File: config.mk
export PLATFORM = sky130hd
export DESIGN_NAME = circle_track_attitude_setpoint
export DESIGN_NICKNAME = d
export VERILOG_FILES = /design/src/sv/ctas_pkg.sv /design/src/sv/circle_track_attitude_setpoint.sv /design/src/sv/ctas_datapath.sv /design/src/sv/ctas_ctrl.sv
export SDC_FILE = /design/constraint.sdc
export NUM_CORES = 2
export LEC_CHECK = 0
export BUFFER_PORTS_ARGS = -buffer_cell sky130_fd_sc_hd__buf_2
export CORE_MARGIN = 1.5
export CORE_UTILIZATION = 49
export CTS_BUF_LIST = sky130_fd_sc_hd__clkbuf_2
export CTS_CLUSTER_DIAMETER = 150
export DETAILED_ROUTE_END_ITERATION = 10
export SYNTH_ARGS = -nofsm -noshare
export SYNTH_HDL_FRONTEND = slang
export SYNTH_SLANG_ARGS = --single-unit
File: constraint.sdc
create_clock -name clk -period 12.3 [get_ports clk]
set_input_delay 1.23 -clock clk [delete_from_list [all_inputs] [get_ports clk]]
set_output_delay 1.23 -clock clk [all_outputs]
set_load 0.1 [all_outputs]
File: src/sv/ctas_pkg.sv
package ctas_pkg;

	localparam int POS_FRAC_BITS   = 8;
	localparam int ANGLE_FRAC_BITS = 12;
	localparam int HEAD_FRAC       = 21;
	localparam int ATAN_SLOTS      = 24;
	localparam int ANG_SHIFT       = 30 - ANGLE_FRAC_BITS;
	localparam int HEAD_SHIFT      = 30 - HEAD_FRAC;
	localparam int RATE_SHIFT      = HEAD_SHIFT + 9;

	localparam logic signed [33:0] PI_Q30      = 34'sd3373259426;
	localparam logic signed [33:0] HALF_PI_Q30 = 34'sd1686629713;
	localparam logic signed [33:0] ROLL_LIM    = 34'sd655911555;
	localparam logic signed [26:0] PI_H        = 27'sd6588397;
	localparam logic signed [26:0] TWO_PI_H    = 27'sd13176794;
	localparam logic [11:0]        PITCH_LIM   = 12'd2502;
	localparam logic signed [59:0] GRAV_X      = 60'sd2696552267120;
	localparam logic signed [41:0] RATE_LIM    = 42'sd1099511627776;
	localparam logic signed [16:0] G_OFFSET    = 17'sd1 <<< (POS_FRAC_BITS + 1);

	typedef enum logic [4:0] {
		DP_NOP,
		DP_LOAD,
		DP_ENTER,
		DP_MUL_PN,
		DP_MUL_PE,
		DP_MUL_VN,
		DP_MUL_VE,
		DP_SQRT_LD,
		DP_SQRT_STEP,
		DP_DIST,
		DP_SPD,
		DP_G,
		DP_DIV_LD,
		DP_DIV_STEP,
		DP_RATE,
		DP_MUL_RL,
		DP_MUL_RH,
		DP_ROLL_LD,
		DP_CORDIC,
		DP_ROLL,
		DP_YAW_LD,
		DP_YAW,
		DP_SC_LD,
		DP_MUL_C,
		DP_MUL_S,
		DP_FINISH,
		DP_OUT
	} dp_op_t;

	typedef struct packed {
		dp_op_t     op;
		logic [4:0] step;
	} dp_cmd_t;

	function automatic int cordic_steps(input int s);
		return (s < ATAN_SLOTS) ? s : ATAN_SLOTS;
	endfunction

	function automatic logic signed [33:0] atan_q30(input logic [4:0] i);
		logic signed [33:0] a;
		unique case (i)
			5'd0:    a = 34'sd843314857;
			5'd1:    a = 34'sd497837829;
			5'd2:    a = 34'sd263043837;
			5'd3:    a = 34'sd133525159;
			5'd4:    a = 34'sd67021687;
			5'd5:    a = 34'sd33543516;
			5'd6:    a = 34'sd16775851;
			5'd7:    a = 34'sd8388437;
			5'd8:    a = 34'sd4194283;
			5'd9:    a = 34'sd2097149;
			5'd10:   a = 34'sd1048576;
			5'd11:   a = 34'sd524288;
			5'd12:   a = 34'sd262144;
			5'd13:   a = 34'sd131072;
			5'd14:   a = 34'sd65536;
			5'd15:   a = 34'sd32768;
			5'd16:   a = 34'sd16384;
			5'd17:   a = 34'sd8192;
			5'd18:   a = 34'sd4096;
			5'd19:   a = 34'sd2048;
			5'd20:   a = 34'sd1024;
			5'd21:   a = 34'sd512;
			5'd22:   a = 34'sd256;
			5'd23:   a = 34'sd128;
			default: a = 34'sd0;
		endcase
		return a;
	endfunction

	// Length of the unit vector after the vectoring iterations, in Q30.
	function automatic longint cordic_gain(input int n);
		longint x;
		longint y;
		longint xs;
		longint ys;
		x = longint'(1) <<< 30;
		y = 0;
		for (int i = 0; i < n; i++) begin
			xs = x >>> i;
			ys = y >>> i;
			if (y > 0) begin
				x = x + ys;
				y = y - xs;
			end else begin
				x = x - ys;
				y = y + xs;
			end
		end
		if (x <= 0) begin
			x = 1;
		end
		return x;
	endfunction

endpackage

File: src/sv/circle_track_attitude_setpoint.sv
// Channel   Direction  Signals                          Beat contents
// s_axis    in         tvalid tready tdata[80] tuser    one enter or run item
// m_axis    out        tvalid tready tdata[80]          one setpoint result
// cfg       in         valid ready index data[15]       one register write
//
// An enter item gives no result.
// A run item goes through the 56-step divider and makes three passes through the
// shared rotation unit before its result is registered.
// Reset clears the kept heading and loads the register defaults.
// A waiting result holds in the output register; the next item is already
// accepted and stalls only at its own output step.
module circle_track_attitude_setpoint #(
	parameter int CORDIC_STEPS = 16
) (
	input  logic        clk,
	input  logic        arst_n,
	input  logic        s_axis_tvalid,
	output logic        s_axis_tready,
	// yaw_angle[14:0], pos_north[30:15], pos_east[46:31], vel_north[62:47],
	// vel_east[78:63], zero fill
	input  logic [79:0] s_axis_tdata,
	// operation[0]
	input  logic        s_axis_tuser,
	output logic        m_axis_tvalid,
	input  logic        m_axis_tready,
	// carrot_first[15:0], carrot_second[31:16], roll_cmd[44:32],
	// pitch_cmd[57:45], yaw_cmd[72:58], zero fill
	output logic [79:0] m_axis_tdata,
	input  logic        cfg_valid,
	output logic        cfg_ready,
	input  logic        cfg_index,
	input  logic [14:0] cfg_data
);

	ctas_pkg::dp_cmd_t cmd;

	assign cfg_ready = 1'b1;

	ctas_ctrl #(
		.CORDIC_STEPS(CORDIC_STEPS)
	) u_ctrl (
		.clk       (clk),
		.arst_n    (arst_n),
		.in_valid  (s_axis_tvalid),
		.in_run    (s_axis_tuser),
		.in_ready  (s_axis_tready),
		.out_valid (m_axis_tvalid),
		.out_ready (m_axis_tready),
		.cmd       (cmd)
	);

	ctas_datapath #(
		.CORDIC_STEPS(CORDIC_STEPS)
	) u_datapath (
		.clk       (clk),
		.arst_n    (arst_n),
		.cmd       (cmd),
		.in_data   (s_axis_tdata),
		.cfg_we    (cfg_valid && cfg_ready),
		.cfg_index (cfg_index),
		.cfg_data  (cfg_data),
		.out_data  (m_axis_tdata)
	);

endmodule

File: src/sv/ctas_datapath.sv
module ctas_datapath #(
	parameter int CORDIC_STEPS = 16
) (
	input  logic               clk,
	input  logic               arst_n,
	input  ctas_pkg::dp_cmd_t  cmd,
	input  logic [79:0]        in_data,
	input  logic               cfg_we,
	input  logic               cfg_index,
	input  logic [14:0]        cfg_data,
	output logic [79:0]        out_data
);

	localparam int NSTEPS = ctas_pkg::cordic_steps(CORDIC_STEPS);
	localparam longint KGAIN = ctas_pkg::cordic_gain(NSTEPS);
	localparam logic signed [33:0] KINV = 34'((longint'(1) <<< 60) / KGAIN);

	logic signed [14:0] yaw_q;
	logic signed [15:0] pn_q, pe_q, vn_q, ve_q;
	logic [11:0]        pm_q;
	logic [14:0]        rad_q;
	logic signed [23:0] head_q;
	logic signed [51:0] prod_q;
	logic signed [59:0] acc_q;
	logic [31:0]        sv_q, sr_q, sb_q;
	logic [15:0]        dist_q, spd_q;
	logic signed [16:0] g_q;
	logic [55:0]        dnum_q;
	logic [23:0]        drem_q, dden_q;
	logic signed [41:0] rate_q;
	logic signed [59:0] x_q, y_q;
	logic signed [33:0] z_q;
	logic               vec_q, neg_q, zero_q;
	logic signed [15:0] car1_q, car2_q;
	logic signed [12:0] roll_q, pitch_q;
	logic signed [14:0] yawc_q;
	logic [79:0]        out_q;

	logic signed [33:0] mul_a;
	logic signed [17:0] mul_b;
	logic signed [51:0] mul_p;
	logic signed [59:0] xs, ys;
	logic signed [33:0] at;
	logic               up;
	logic [32:0]        sq_t;
	logic [24:0]        rem2;
	logic               ge;
	logic [15:0]        gmag;
	logic               qbig;
	logic [40:0]        qmag;
	logic signed [59:0] yi, xi;
	logic signed [33:0] zh;
	logic signed [34:0] zn, zc, tr, ty;
	logic [11:0]        pmc;

	function automatic logic signed [23:0] wrap_head(input logic signed [25:0] h);
		logic signed [26:0] t;
		t = 27'(h) + ctas_pkg::PI_H;
		if (t >= ctas_pkg::TWO_PI_H) begin
			t = t - ctas_pkg::TWO_PI_H;
		end else if (t < 0) begin
			t = t + ctas_pkg::TWO_PI_H;
		end
		return 24'(t - ctas_pkg::PI_H);
	endfunction

	function automatic logic signed [34:0] tshr(input logic signed [34:0] v);
		logic signed [34:0] r;
		if (v < 0) begin
			r = -((-v) >>> ctas_pkg::ANG_SHIFT);
		end else begin
			r = v >>> ctas_pkg::ANG_SHIFT;
		end
		return r;
	endfunction

	function automatic logic signed [15:0] carrot(input logic signed [51:0] p);
		logic signed [52:0] t;
		t = (53'(p) + (53'sd1 <<< 29)) >>> 30;
		t = -t;
		if (t > 53'sd32767) begin
			t = 53'sd32767;
		end else if (t < -53'sd32768) begin
			t = -53'sd32768;
		end
		return 16'(t);
	endfunction

	always_comb begin
		mul_a = '0;
		mul_b = '0;
		unique case (cmd.op)
			ctas_pkg::DP_MUL_PN: begin
				mul_a = 34'(pn_q);
				mul_b = 18'(pn_q);
			end
			ctas_pkg::DP_MUL_PE: begin
				mul_a = 34'(pe_q);
				mul_b = 18'(pe_q);
			end
			ctas_pkg::DP_MUL_VN: begin
				mul_a = 34'(vn_q);
				mul_b = 18'(vn_q);
			end
			ctas_pkg::DP_MUL_VE: begin
				mul_a = 34'(ve_q);
				mul_b = 18'(ve_q);
			end
			ctas_pkg::DP_MUL_RL: begin
				mul_a = $signed({13'b0, rate_q[20:0]});
				mul_b = $signed({2'b0, spd_q});
			end
			ctas_pkg::DP_MUL_RH: begin
				mul_a = 34'($signed(rate_q[41:21]));
				mul_b = $signed({2'b0, spd_q});
			end
			ctas_pkg::DP_MUL_C: begin
				mul_a = neg_q ? -$signed(x_q[33:0]) : $signed(x_q[33:0]);
				mul_b = $signed({3'b0, rad_q});
			end
			ctas_pkg::DP_MUL_S: begin
				mul_a = neg_q ? -$signed(y_q[33:0]) : $signed(y_q[33:0]);
				mul_b = $signed({3'b0, rad_q});
			end
			default: begin
				mul_a = '0;
				mul_b = '0;
			end
		endcase
		mul_p = 52'(mul_a) * 52'(mul_b);
	end

	always_comb begin
		xs   = x_q >>> cmd.step;
		ys   = y_q >>> cmd.step;
		at   = ctas_pkg::atan_q30(cmd.step);
		up   = vec_q ? (y_q > 0) : z_q[33];
		sq_t = {1'b0, sr_q} + {1'b0, sb_q};
		rem2 = {drem_q, dnum_q[55]};
		ge   = rem2 >= {1'b0, dden_q};
		gmag = g_q[16] ? 16'(-g_q) : 16'(g_q);
		qbig = (|dnum_q[55:41]) || (dnum_q[40] && (|dnum_q[39:0]));
		qmag = qbig ? 41'h100_0000_0000 : dnum_q[40:0];
		xi   = 60'(vn_q) <<< 14;
		yi   = 60'(ve_q) <<< 14;
		zh   = 34'(head_q) <<< ctas_pkg::HEAD_SHIFT;
		zn   = -35'(z_q);
		if (zn > 35'(ctas_pkg::ROLL_LIM)) begin
			zc = 35'(ctas_pkg::ROLL_LIM);
		end else if (zn < -35'(ctas_pkg::ROLL_LIM)) begin
			zc = -35'(ctas_pkg::ROLL_LIM);
		end else begin
			zc = zn;
		end
		tr = tshr(zc);
		ty = tshr(35'(z_q));
		pmc = (pm_q > ctas_pkg::PITCH_LIM) ? ctas_pkg::PITCH_LIM : pm_q;
	end

	always_ff @(posedge clk or negedge arst_n) begin
		if (!arst_n) begin
			pm_q   <= 12'd1024;
			rad_q  <= 15'd768;
			head_q <= '0;
		end else begin
			if (cfg_we) begin
				if (cfg_index) begin
					rad_q <= cfg_data;
				end else begin
					pm_q <= cfg_data[11:0];
				end
			end
			if (cmd.op == ctas_pkg::DP_ENTER) begin
				head_q <= wrap_head(26'(yaw_q) <<<
					(ctas_pkg::HEAD_FRAC - ctas_pkg::ANGLE_FRAC_BITS));
			end else if (cmd.op == ctas_pkg::DP_FINISH) begin
				head_q <= wrap_head(26'(head_q) + 26'(rate_q >>> ctas_pkg::RATE_SHIFT));
			end
		end
	end

	always_ff @(posedge clk) begin
		unique case (cmd.op)
			ctas_pkg::DP_LOAD: begin
				yaw_q <= $signed(in_data[14:0]);
				pn_q  <= $signed(in_data[30:15]);
				pe_q  <= $signed(in_data[46:31]);
				vn_q  <= $signed(in_data[62:47]);
				ve_q  <= $signed(in_data[78:63]);
			end
			ctas_pkg::DP_MUL_PN, ctas_pkg::DP_MUL_VN, ctas_pkg::DP_MUL_RL,
			ctas_pkg::DP_MUL_C: begin
				prod_q <= mul_p;
			end
			ctas_pkg::DP_MUL_PE, ctas_pkg::DP_MUL_VE, ctas_pkg::DP_MUL_RH: begin
				acc_q  <= 60'(prod_q);
				prod_q <= mul_p;
			end
			ctas_pkg::DP_SQRT_LD: begin
				sv_q <= acc_q[31:0] + prod_q[31:0];
				sr_q <= '0;
				sb_q <= 32'h4000_0000;
			end
			ctas_pkg::DP_SQRT_STEP: begin
				if ({1'b0, sv_q} >= sq_t) begin
					sv_q <= sv_q - sq_t[31:0];
					sr_q <= (sr_q >> 1) + sb_q;
				end else begin
					sr_q <= sr_q >> 1;
				end
				sb_q <= sb_q >> 2;
			end
			ctas_pkg::DP_DIST: begin
				dist_q <= sr_q[15:0];
			end
			ctas_pkg::DP_SPD: begin
				spd_q <= sr_q[15:0];
			end
			ctas_pkg::DP_G: begin
				g_q <= $signed({1'b0, dist_q}) - $signed({2'b0, rad_q}) + ctas_pkg::G_OFFSET;
			end
			ctas_pkg::DP_DIV_LD: begin
				dnum_q <= {1'b0, 25'(gmag * 10'd628), 30'b0};
				drem_q <= '0;
				dden_q <= 24'(spd_q * 8'd200);
			end
			ctas_pkg::DP_DIV_STEP: begin
				drem_q <= ge ? 24'(rem2 - {1'b0, dden_q}) : rem2[23:0];
				dnum_q <= {dnum_q[54:0], ge};
			end
			ctas_pkg::DP_RATE: begin
				if (spd_q == '0) begin
					if (g_q > 0) begin
						rate_q <= ctas_pkg::RATE_LIM;
					end else if (g_q < 0) begin
						rate_q <= -ctas_pkg::RATE_LIM;
					end else begin
						rate_q <= '0;
					end
				end else if (g_q[16]) begin
					rate_q <= -$signed({1'b0, qmag});
				end else begin
					rate_q <= $signed({1'b0, qmag});
				end
			end
			ctas_pkg::DP_ROLL_LD: begin
				x_q   <= ctas_pkg::GRAV_X;
				y_q   <= acc_q + (60'(prod_q) <<< 21);
				z_q   <= '0;
				vec_q <= 1'b1;
			end
			ctas_pkg::DP_CORDIC: begin
				if (up) begin
					x_q <= x_q + ys;
					y_q <= y_q - xs;
					z_q <= z_q + at;
				end else begin
					x_q <= x_q - ys;
					y_q <= y_q + xs;
					z_q <= z_q - at;
				end
			end
			ctas_pkg::DP_ROLL: begin
				roll_q <= 13'(tr);
			end
			ctas_pkg::DP_YAW_LD: begin
				vec_q  <= 1'b1;
				zero_q <= (vn_q == '0) && (ve_q == '0);
				if (xi < 0) begin
					if (yi >= 0) begin
						x_q <= yi;
						y_q <= -xi;
						z_q <= ctas_pkg::HALF_PI_Q30;
					end else begin
						x_q <= -yi;
						y_q <= xi;
						z_q <= -ctas_pkg::HALF_PI_Q30;
					end
				end else begin
					x_q <= xi;
					y_q <= yi;
					z_q <= '0;
				end
			end
			ctas_pkg::DP_YAW: begin
				if (zero_q) begin
					yawc_q <= '0;
				end else if (ty > 35'sd16383) begin
					yawc_q <= 15'sd16383;
				end else if (ty < -35'sd16384) begin
					yawc_q <= -15'sd16384;
				end else begin
					yawc_q <= 15'(ty);
				end
			end
			ctas_pkg::DP_SC_LD: begin
				x_q   <= 60'(KINV);
				y_q   <= '0;
				vec_q <= 1'b0;
				if (zh > ctas_pkg::HALF_PI_Q30) begin
					z_q   <= zh - ctas_pkg::PI_Q30;
					neg_q <= 1'b1;
				end else if (zh < -ctas_pkg::HALF_PI_Q30) begin
					z_q   <= zh + ctas_pkg::PI_Q30;
					neg_q <= 1'b1;
				end else begin
					z_q   <= zh;
					neg_q <= 1'b0;
				end
			end
			ctas_pkg::DP_MUL_S: begin
				car1_q <= carrot(prod_q);
				prod_q <= mul_p;
			end
			ctas_pkg::DP_FINISH: begin
				car2_q  <= carrot(prod_q);
				pitch_q <= -$signed({1'b0, pmc});
			end
			ctas_pkg::DP_OUT: begin
				out_q <= {7'b0, yawc_q, pitch_q, roll_q, car2_q, car1_q};
			end
			default: begin
			end
		endcase
	end

	assign out_data = out_q;

endmodule

File: src/sv/ctas_ctrl.sv
module ctas_ctrl #(
	parameter int CORDIC_STEPS = 16
) (
	input  logic               clk,
	input  logic               arst_n,
	input  logic               in_valid,
	input  logic               in_run,
	output logic               in_ready,
	output logic               out_valid,
	input  logic               out_ready,
	output ctas_pkg::dp_cmd_t  cmd
);

	localparam int NSTEPS = ctas_pkg::cordic_steps(CORDIC_STEPS);

	typedef enum logic [4:0] {
		S_IDLE, S_ENTER,
		S_MUL_PN, S_MUL_PE, S_SQ1_LD, S_SQ1, S_DIST,
		S_MUL_VN, S_MUL_VE, S_SQ2_LD, S_SQ2, S_SPD,
		S_G, S_DIV_LD, S_DIV, S_RATE, S_MUL_RL, S_MUL_RH,
		S_ROLL_LD, S_ROLL_CORD, S_ROLL,
		S_YAW_LD, S_YAW_CORD, S_YAW,
		S_SC_LD, S_SC_CORD, S_MUL_C, S_MUL_S, S_FINISH, S_OUT
	} state_t;

	state_t     state_q;
	logic [5:0] cnt_q;
	logic       out_valid_q;
	logic       sq_last, div_last, cord_last, out_free;

	assign sq_last   = cnt_q == 6'd15;
	assign div_last  = cnt_q == 6'd55;
	assign cord_last = cnt_q == 6'(NSTEPS - 1);
	assign out_free  = !out_valid_q || out_ready;
	assign in_ready  = state_q == S_IDLE;
	assign out_valid = out_valid_q;

	always_ff @(posedge clk or negedge arst_n) begin
		if (!arst_n) begin
			state_q     <= S_IDLE;
			cnt_q       <= '0;
			out_valid_q <= 1'b0;
		end else begin
			if (state_q == S_OUT && out_free) begin
				out_valid_q <= 1'b1;
			end else if (out_valid_q && out_ready) begin
				out_valid_q <= 1'b0;
			end
			unique case (state_q)
				S_IDLE: begin
					if (in_valid) begin
						state_q <= in_run ? S_MUL_PN : S_ENTER;
					end
				end
				S_ENTER:   state_q <= S_IDLE;
				S_MUL_PN:  state_q <= S_MUL_PE;
				S_MUL_PE:  state_q <= S_SQ1_LD;
				S_SQ1_LD: begin
					state_q <= S_SQ1;
					cnt_q   <= '0;
				end
				S_SQ1: begin
					cnt_q <= cnt_q + 6'd1;
					if (sq_last) begin
						state_q <= S_DIST;
					end
				end
				S_DIST:    state_q <= S_MUL_VN;
				S_MUL_VN:  state_q <= S_MUL_VE;
				S_MUL_VE:  state_q <= S_SQ2_LD;
				S_SQ2_LD: begin
					state_q <= S_SQ2;
					cnt_q   <= '0;
				end
				S_SQ2: begin
					cnt_q <= cnt_q + 6'd1;
					if (sq_last) begin
						state_q <= S_SPD;
					end
				end
				S_SPD:     state_q <= S_G;
				S_G:       state_q <= S_DIV_LD;
				S_DIV_LD: begin
					state_q <= S_DIV;
					cnt_q   <= '0;
				end
				S_DIV: begin
					cnt_q <= cnt_q + 6'd1;
					if (div_last) begin
						state_q <= S_RATE;
					end
				end
				S_RATE:    state_q <= S_MUL_RL;
				S_MUL_RL:  state_q <= S_MUL_RH;
				S_MUL_RH:  state_q <= S_ROLL_LD;
				S_ROLL_LD: begin
					state_q <= S_ROLL_CORD;
					cnt_q   <= '0;
				end
				S_ROLL_CORD: begin
					cnt_q <= cnt_q + 6'd1;
					if (cord_last) begin
						state_q <= S_ROLL;
					end
				end
				S_ROLL:    state_q <= S_YAW_LD;
				S_YAW_LD: begin
					state_q <= S_YAW_CORD;
					cnt_q   <= '0;
				end
				S_YAW_CORD: begin
					cnt_q <= cnt_q + 6'd1;
					if (cord_last) begin
						state_q <= S_YAW;
					end
				end
				S_YAW:     state_q <= S_SC_LD;
				S_SC_LD: begin
					state_q <= S_SC_CORD;
					cnt_q   <= '0;
				end
				S_SC_CORD: begin
					cnt_q <= cnt_q + 6'd1;
					if (cord_last) begin
						state_q <= S_MUL_C;
					end
				end
				S_MUL_C:   state_q <= S_MUL_S;
				S_MUL_S:   state_q <= S_FINISH;
				S_FINISH:  state_q <= S_OUT;
				S_OUT: begin
					if (out_free) begin
						state_q <= S_IDLE;
					end
				end
				default:   state_q <= S_IDLE;
			endcase
		end
	end

	always_comb begin
		cmd.step = cnt_q[4:0];
		unique case (state_q)
			S_IDLE:      cmd.op = in_valid ? ctas_pkg::DP_LOAD : ctas_pkg::DP_NOP;
			S_ENTER:     cmd.op = ctas_pkg::DP_ENTER;
			S_MUL_PN:    cmd.op = ctas_pkg::DP_MUL_PN;
			S_MUL_PE:    cmd.op = ctas_pkg::DP_MUL_PE;
			S_SQ1_LD:    cmd.op = ctas_pkg::DP_SQRT_LD;
			S_SQ1:       cmd.op = ctas_pkg::DP_SQRT_STEP;
			S_DIST:      cmd.op = ctas_pkg::DP_DIST;
			S_MUL_VN:    cmd.op = ctas_pkg::DP_MUL_VN;
			S_MUL_VE:    cmd.op = ctas_pkg::DP_MUL_VE;
			S_SQ2_LD:    cmd.op = ctas_pkg::DP_SQRT_LD;
			S_SQ2:       cmd.op = ctas_pkg::DP_SQRT_STEP;
			S_SPD:       cmd.op = ctas_pkg::DP_SPD;
			S_G:         cmd.op = ctas_pkg::DP_G;
			S_DIV_LD:    cmd.op = ctas_pkg::DP_DIV_LD;
			S_DIV:       cmd.op = ctas_pkg::DP_DIV_STEP;
			S_RATE:      cmd.op = ctas_pkg::DP_RATE;
			S_MUL_RL:    cmd.op = ctas_pkg::DP_MUL_RL;
			S_MUL_RH:    cmd.op = ctas_pkg::DP_MUL_RH;
			S_ROLL_LD:   cmd.op = ctas_pkg::DP_ROLL_LD;
			S_ROLL_CORD: cmd.op = ctas_pkg::DP_CORDIC;
			S_ROLL:      cmd.op = ctas_pkg::DP_ROLL;
			S_YAW_LD:    cmd.op = ctas_pkg::DP_YAW_LD;
			S_YAW_CORD:  cmd.op = ctas_pkg::DP_CORDIC;
			S_YAW:       cmd.op = ctas_pkg::DP_YAW;
			S_SC_LD:     cmd.op = ctas_pkg::DP_SC_LD;
			S_SC_CORD:   cmd.op = ctas_pkg::DP_CORDIC;
			S_MUL_C:     cmd.op = ctas_pkg::DP_MUL_C;
			S_MUL_S:     cmd.op = ctas_pkg::DP_MUL_S;
			S_FINISH:    cmd.op = ctas_pkg::DP_FINISH;
			S_OUT:       cmd.op = out_free ? ctas_pkg::DP_OUT : ctas_pkg::DP_NOP;
			default:     cmd.op = ctas_pkg::DP_NOP;
		endcase
	end

	a_enter_from_beat: assert property (@(posedge clk) disable iff (!arst_n)
		state_q == S_ENTER |-> $past(in_valid && in_ready && !in_run))
		else $error("enter state without an accepted enter beat");

	a_result_from_out: assert property (@(posedge clk) disable iff (!arst_n)
		$rose(out_valid_q) |-> $past(state_q == S_OUT))
		else $error("result raised outside the output state");

	a_sqrt_count: assert property (@(posedge clk) disable iff (!arst_n)
		(state_q == S_SQ1 || state_q == S_SQ2) |-> cnt_q < 6'd16)
		else $error("square root iteration count overrun");

	a_cordic_count: assert property (@(posedge clk) disable iff (!arst_n)
		(state_q == S_ROLL_CORD || state_q == S_YAW_CORD || state_q == S_SC_CORD)
		|-> cnt_q < 6'(NSTEPS))
		else $error("rotation iteration count overrun");

endmodule

Word level (Yosys, flattened, before mapping)
Memory sizes are Yosys's and may differ from the RTL's.
Index checks and enable logic that the tools add are counted.
{"block": "word_totals", "wordCells": 274, "rom_bits": 960, "ff_bits": 837, "n_memories": 1, "in_bits": 102}
{"name": "(name not given)", "words": 32, "width": 30, "rd": 1, "rd_clocked_by_memory_dff": 0, "wr": 0, "line_no": "ctas_pkg.sv:62", "rtl": "unique case (i)"}
{"block": "op_classes", "mux": 69, "magnitude_cmp": 22, "n_bitwise": 1, "n_shift": 2, "n_eq_ne": 66, "add_sub_neg": 39, "reduce_logical": 35, "multipliers": 3}
{"cell": "$pmux 60 s4", "n": 2}
{"cell": "$mux 60", "n": 6}
{"cell": "$pmux 34 s8", "n": 1}
{"cell": "$mux 24", "n": 10}
{"cell": "$mux 34", "n": 7}
{"cell": "$pmux 32 s2", "n": 3}
{"cell": "$mux 42", "n": 4}
{"cell": "$pmux 5 s29", "n": 1}
{"cell": "$pmux 34 s4", "n": 1}
{"cell": "$pmux 5 s26", "n": 1}
{"cell": "$eq 5x5->1 const B", "n": 25}
{"cell": "$add 60x60->60", "n": 2}
{"cell": "$neg 30->60", "n": 2}
{"cell": "$sshr 60x5->60", "n": 2}
{"cell": "$sub 60x60->60", "n": 2}
{"cell": "$pmux 56 s2", "n": 1}
{"cell": "$pmux 18 s6", "n": 1}
{"cell": "$mux 35", "n": 3}
{"cell": "$eq 5x4->1 const B", "n": 16}
{"cell": "$neg 34->34", "n": 2}
{"cell": "$mux 32", "n": 2}
{"cell": "$add 52x60->60", "n": 1}
{"cell": "$gt 60x1->1 const B", "n": 1}
{"cell": "$add 52x31->53 const B", "n": 1}
{"cell": "85 further kinds", "n": 140}

Depth between registers and ports, before layout
{"block": "logic_depth", "word_depth": 10, "depth_mapped": 41, "depth_no_buf": 40}

Modules after synthesis
From an unflattened synthesis, not the netlist that was laid out.
{"block": "unflattened", "hier_cells": 10346, "area_unflattened_um2": 93766.2}
{"mod": "ctas_datapath", "area_each_um2": 92510.0, "n_inst": 1, "seq_area_each_um2": 24041.8, "cells_per_inst": 10193}
{"mod": "ctas_ctrl", "area_each_um2": 1244.9, "n_inst": 1, "seq_area_each_um2": 300.3, "cells_per_inst": 151}
{"mod": "circle_track_attitude_setpoint", "area_each_um2": 11.3, "n_inst": 1, "seq_area_each_um2": 0.0, "cells_per_inst": 2}

Worst setup path after synthesis
OpenSTA, ideal clock, no wires.
{"block": "synth_timing", "path_type": "register to register", "start": "register u_datapath.y_q[4]", "end": "register u_datapath.prod_q[48] (data pin)", "setup_time_ns": 0.260, "stages_incl_launch_ff": 38, "path_slack_ns": 3.241, "t_required_ns": 12.040, "arrival_ns": 8.799, "period_less_slack_ns": 9.059, "cell_sequence": "edfxtp_1 > or3_1 > or4_1 > nor2_1 > nand2_1 > or4_1 > or3_1 > nand2b_1 > o41ai_1 > xor2_1 > o21a_1 > nor2_1 > fa_1 > inv_1 > fa_1 > fa_1 > inv_1 > fa_1 > (+2 left out) > fa_1 > inv_1 > ha_1 > nand2_1 > nand2b_1 > a21o_1 > a21o_1 > a21oi_1 > nor2b_1 > o21ai_0 > nand2b_1 > a21oi_1 > a21boi_0 > o211ai_1 > a21boi_0 > o21a_1 > nor2_1 > xnor2_1"}
{"block": "synth_between", "elab_chain_cells": 4}
{"element": "start: declaration", "line_no": "ctas_datapath.sv:31", "rtl": "logic signed [59:0] x_q, y_q;"}
{"element": "start signal: assignment", "line_no": "ctas_datapath.sv:248", "rtl": "y_q <= acc_q + (60'(prod_q) <<< 21);"}
{"element": "start signal: assignment", "line_no": "ctas_datapath.sv:255", "rtl": "y_q <= y_q - xs;"}
{"element": "start signal: assignment", "line_no": "ctas_datapath.sv:259", "rtl": "y_q <= y_q + xs;"}
{"element": "$neg 34->34", "line_no": "ctas_datapath.sv:122", "rtl": "mul_a = neg_q ? -$signed(y_q[33:0]) : $signed(y_q[33:0]);"}
{"element": "$mux 34 (*)", "line_no": "ctas_datapath.sv:122"}
{"element": "$pmux 34 s8 (*)", "line_no": "ctas_datapath.sv:92", "rtl": "unique case (cmd.op)"}
{"element": "$mul 34x18->52 (*)", "line_no": "ctas_datapath.sv:130", "rtl": "mul_p = 52'(mul_a) * 52'(mul_b);"}
{"element": "via u_datapath.mul_p[48]", "line_no": "ctas_datapath.sv:41", "rtl": "logic signed [51:0] mul_p;"}
{"element": "end signal: assignment", "line_no": "ctas_datapath.sv:193", "rtl": "prod_q <= mul_p;"}
{"element": "end signal: assignment", "line_no": "ctas_datapath.sv:197", "rtl": "prod_q <= mul_p;"}
{"element": "end signal: assignment", "line_no": "ctas_datapath.sv:313", "rtl": "prod_q <= mul_p;"}
{"element": "end: declaration", "line_no": "ctas_datapath.sv:23", "rtl": "logic signed [51:0] prod_q;"}
Mark *: on every way through the listed nets, which the timed path passes. The rest lies on a longest branch.
A chain may end at the register's enable or synchronous reset.

Worst setup path in the final report
{"block": "layout_timing", "start": "register u_ctrl.state_q[4]", "end": "register u_datapath.prod_q[51] (data pin)"}
{"block": "layout_between", "elab_chain_cells": 7}
{"element": "start: declaration", "line_no": "ctas_ctrl.sv:26", "rtl": "state_t state_q;"}
{"element": "start signal: assignment", "line_no": "ctas_ctrl.sv:52", "rtl": "state_q <= in_run ? S_MUL_PN : S_ENTER;"}
{"element": "$eq 5x5->1 (tied with other cells)", "line_no": "ctas_ctrl.sv:143", "rtl": "unique case (state_q)"}
{"element": "$reduce_or 3->1 (no source line) or $reduce_or 2->1 (tied branches)"}
{"element": "$pmux 5 s26 (*)", "line_no": "ctas_ctrl.sv:143"}
{"element": "$eq 5x5->1 or $eq 5x4->1 (tied branches)", "line_no": "ctas_datapath.sv:92"}
{"element": "$reduce_or 2->1 (no source line)"}
{"element": "$pmux 18 s6", "line_no": "ctas_datapath.sv:92"}
{"element": "$mul 34x18->52 (*)", "line_no": "ctas_datapath.sv:130"}
{"element": "via u_datapath.mul_p[51]", "line_no": "ctas_datapath.sv:41"}
Marks and branches as above.

==> flow_summary.yaml <==
die:
  die_width_microns: 441
  core.rowCount: 160
  die-area_sq_um: 194000
  core-area_sq_um: 190000
  pin_count: 185
  fp.dieH_microns: 441
  initial_core_util: 0.494
timing:
  hold_viol_final: 0
  rsz0062_at_grt: "no"
  skew_ns: 0.200
  period_minus_slack_ns: 11.46
  slew_headroom: 0.0330
  fmax_ghz: 0.0873
  finalCritPeriodShare: 0.931
  tightest_slew_ns: 1.44
  fin_hold_ws_ns: 0.184
  tns_ns: 0
  setup_slack_ns: 0.843
  setup_viol: 0
  maxSlewViolCount: 0
power:
  leakage_nw: 42.8
  vdd_drop_max_v: 0.0000651
  p_per_area_nw_per_um2: 53.8
placement:
  hpwl_microns: 243000
  gp_congestion: 0.986
  dp_slack_ns: 1.21
  io_buffers: 175
logic_synthesis:
  synth_area_leader_cell: "edfxtp_1"
  synth_area_sq_um: 94000
  synth_ff_type: "edfxtp_1"
  synth_edf_count: 758
  synth-seq-cells: 821
  avgSynthCellArea_sq_um: 9.21
  yosysSeqAreaShare: 0.259
  ys_warn_count: 0
  synth_top_cell_area_share: 0.242
  synth.area.top_cells: "edfxtp_1, fa_1, ha_1"
  netlist_instances: 10200
  synthDistinctLibCells: 126
  ys_async_sr_fraction: 0.0767
global_routing:
  top_usage_layer: "met2"
  antenna_found_initial: 16
  use_met3: 0.0654
  use_met2: 0.502
  gr-usage-met1: 0.424
  grt_overflow_total: 0
  grt_pass1_wl_microns: 471000
  grtUsageTotal: 0.318
  grt_max_degree: 83
  grt_pass1_vias: 77988
worst_setup_path:
  crit_required_ns: 13.89
  critPathKind: "register to register"
  worstSetupEndpointType: "register"
  critPathMaxFanout: 15
  startpoint_type: "register"
  arrival_ns: 13.05
  critPathMostFrequentCell: "fa_1"
  max_stage_delay_ns: 0.82
  crit_slowest_cell: "o221ai_1"
clock_network:
  cts_sinks: 821
  cts_resized: 0
  clk_pin_slew_ns: 0.11
  cts_tree: "done"
  htreeDepth: 4
  hold_buffers: 200
  clk-insertion-delay-late_ns: 2.00
  root_buffer: "clkbuf_2"
  clockBufferDepth: 3
  cts_setup_buffers: 0
  cts-buffers-inserted: 224
final_layout:
  drive_above_1_share: 0.106
  nets: 11918
  fillCellCount: 17527
  syn_to_final_growth_pct: 8.22
drt:
  vias: 79758
  viasPerCell: 6.03
  dr.pass1.iters: 6
  final_antenna_net_count: 0
  wl_per_cell_microns: 23.4
  drcViolationCount: 0
  drt_iter0_markers: 7496
  wl_microns: 310000
worst_hold_path:
  hold_path_class: "primary input to register"
run:
  cap_violations: 0
status:
  status: "finished, final reports clean"
[state kept, by name, indices dropped and copies added (netlist names), 17 cells and up]
name	count
u_datapath.x_q	60
u_datapath.sr_q	32
u_datapath.z_q	34
u_datapath.out_data	73
u_datapath.y_q	60
u_datapath.g_q	17
u_datapath.drem_q	24
u_datapath.head_q	24
u_datapath.sv_q	32
u_datapath.prod_q	52
u_datapath.dden_q	21
u_datapath.acc_q	52
u_datapath.dnum_q	56
u_datapath.rate_q	42
[path summary, 6_finish.rpt]
path                                      start                       to  slack (ns)  depth (start not counted)
setup / recovery              u_ctrl.state_q[4]    u_datapath.prod_q[51]        0.84                         31
hold / removal                 s_axis_tdata[76]      u_datapath.ve_q[13]        0.18                          2
setup reg to reg              u_ctrl.state_q[4]    u_datapath.prod_q[51]        0.84                         31
hold reg to reg            u_datapath.yawc_q[4]  u_datapath.out_data[62]        0.41                          0
max in group asynchronous                arst_n          u_ctrl.cnt_q[0]       11.29                          4
min in group asynchronous                arst_n     u_datapath.head_q[2]        0.37                          3
[Yosys cell counts, drive strengths merged (112+ instances only)]
cell type	number
a31oi	112
edfxtp	758
nor3	215
nand2	957
buf	121
nor2	943
mux2i	151
mux4	167
ha	669
fa	645
clkbuf	332
and2	127
nand3	156
xnor2	452
inv	1111
xor2	367
a21o	158
o21ai	490
a21oi	654
[placed cells by master, fill, tap and decap left out, types with 155 or more instances in the layout]
| cell type | instances |
|---|---|
| xnor2_1 | 451 |
| nor3_1 | 203 |
| a21oi_1 | 650 |
| edfxtp_1 | 758 |
| fa_1 | 645 |
| xor2_1 | 367 |
| ha_1 | 669 |
| buf_2 | 174 |
| mux4_2 | 167 |
| inv_1 | 1107 |
| nor2_1 | 927 |
| nand3_1 | 155 |
| a21o_1 | 158 |
| nand2_1 | 954 |
| dlygate4sd3_1 | 199 |
| o21ai_0 | 463 |
| clkbuf_2 | 329 |
[power by group]
| part | internal, mW | switching (mW) |
|---|---|---|
| Sequential | 3.03 | 0.0268 |
| Clock | 0.785 | 1.37 |
| Combinational | 0.134 | 0.126 |
[cell families after synthesis]
group                      synth area share
and+or+nand+nor                       0.149
muxes                                0.0653
buffers and inverters                0.0649
xor gates and xnor gates             0.0765
adders and majority gates             0.226
DFF                                   0.259
other                             0.0000799
AOI/OAI and AO/OA                     0.159
[critical path, delay by kind of cell, from the launching register on]
family	cells	cell delay, ns
flops	1	0.40
xor+xnor	1	0.09
compound gates	11	4.98
simple gates	5	1.58
fa+ha+maj	7	3.03
buf+inv	7	0.96
[layer usage]
layer  part of all wire  routed length, microns
met5            0.00018                      57
met4              0.044                   13700
met3              0.086                   26800
met2               0.45                  141000
met1               0.42                  129000
[stage by stage]
stage	cell area, sq um	utilization	power, mW	std cells
floorplan	94100	-	3.25	10225
global placement	97400	0.512	3.32	12587
detailed placement	97400	0.512	3.32	12587
CTS	102000	0.534	5.54	13197
global route	102000	0.534	5.70	13224
finish	102000	0.534	5.47	13228
[cell type report]
class / count / area (sq um) / share of cell area
diodes: 31 / 77.6 / 0.000763
clock buffers: 329 / 1650 / 0.0162
clock inverters: 81 / 514 / 0.00506
inverters: 1115 / 4190 / 0.0412
multi-input cells: 7836 / 63900 / 0.628
flip-flops and latches: 821 / 24400 / 0.240
well taps: 2511 / 3140 / 0.0309
repair buffers: 504 / 3870 / 0.0380
(Power assumes the default switching activity.)
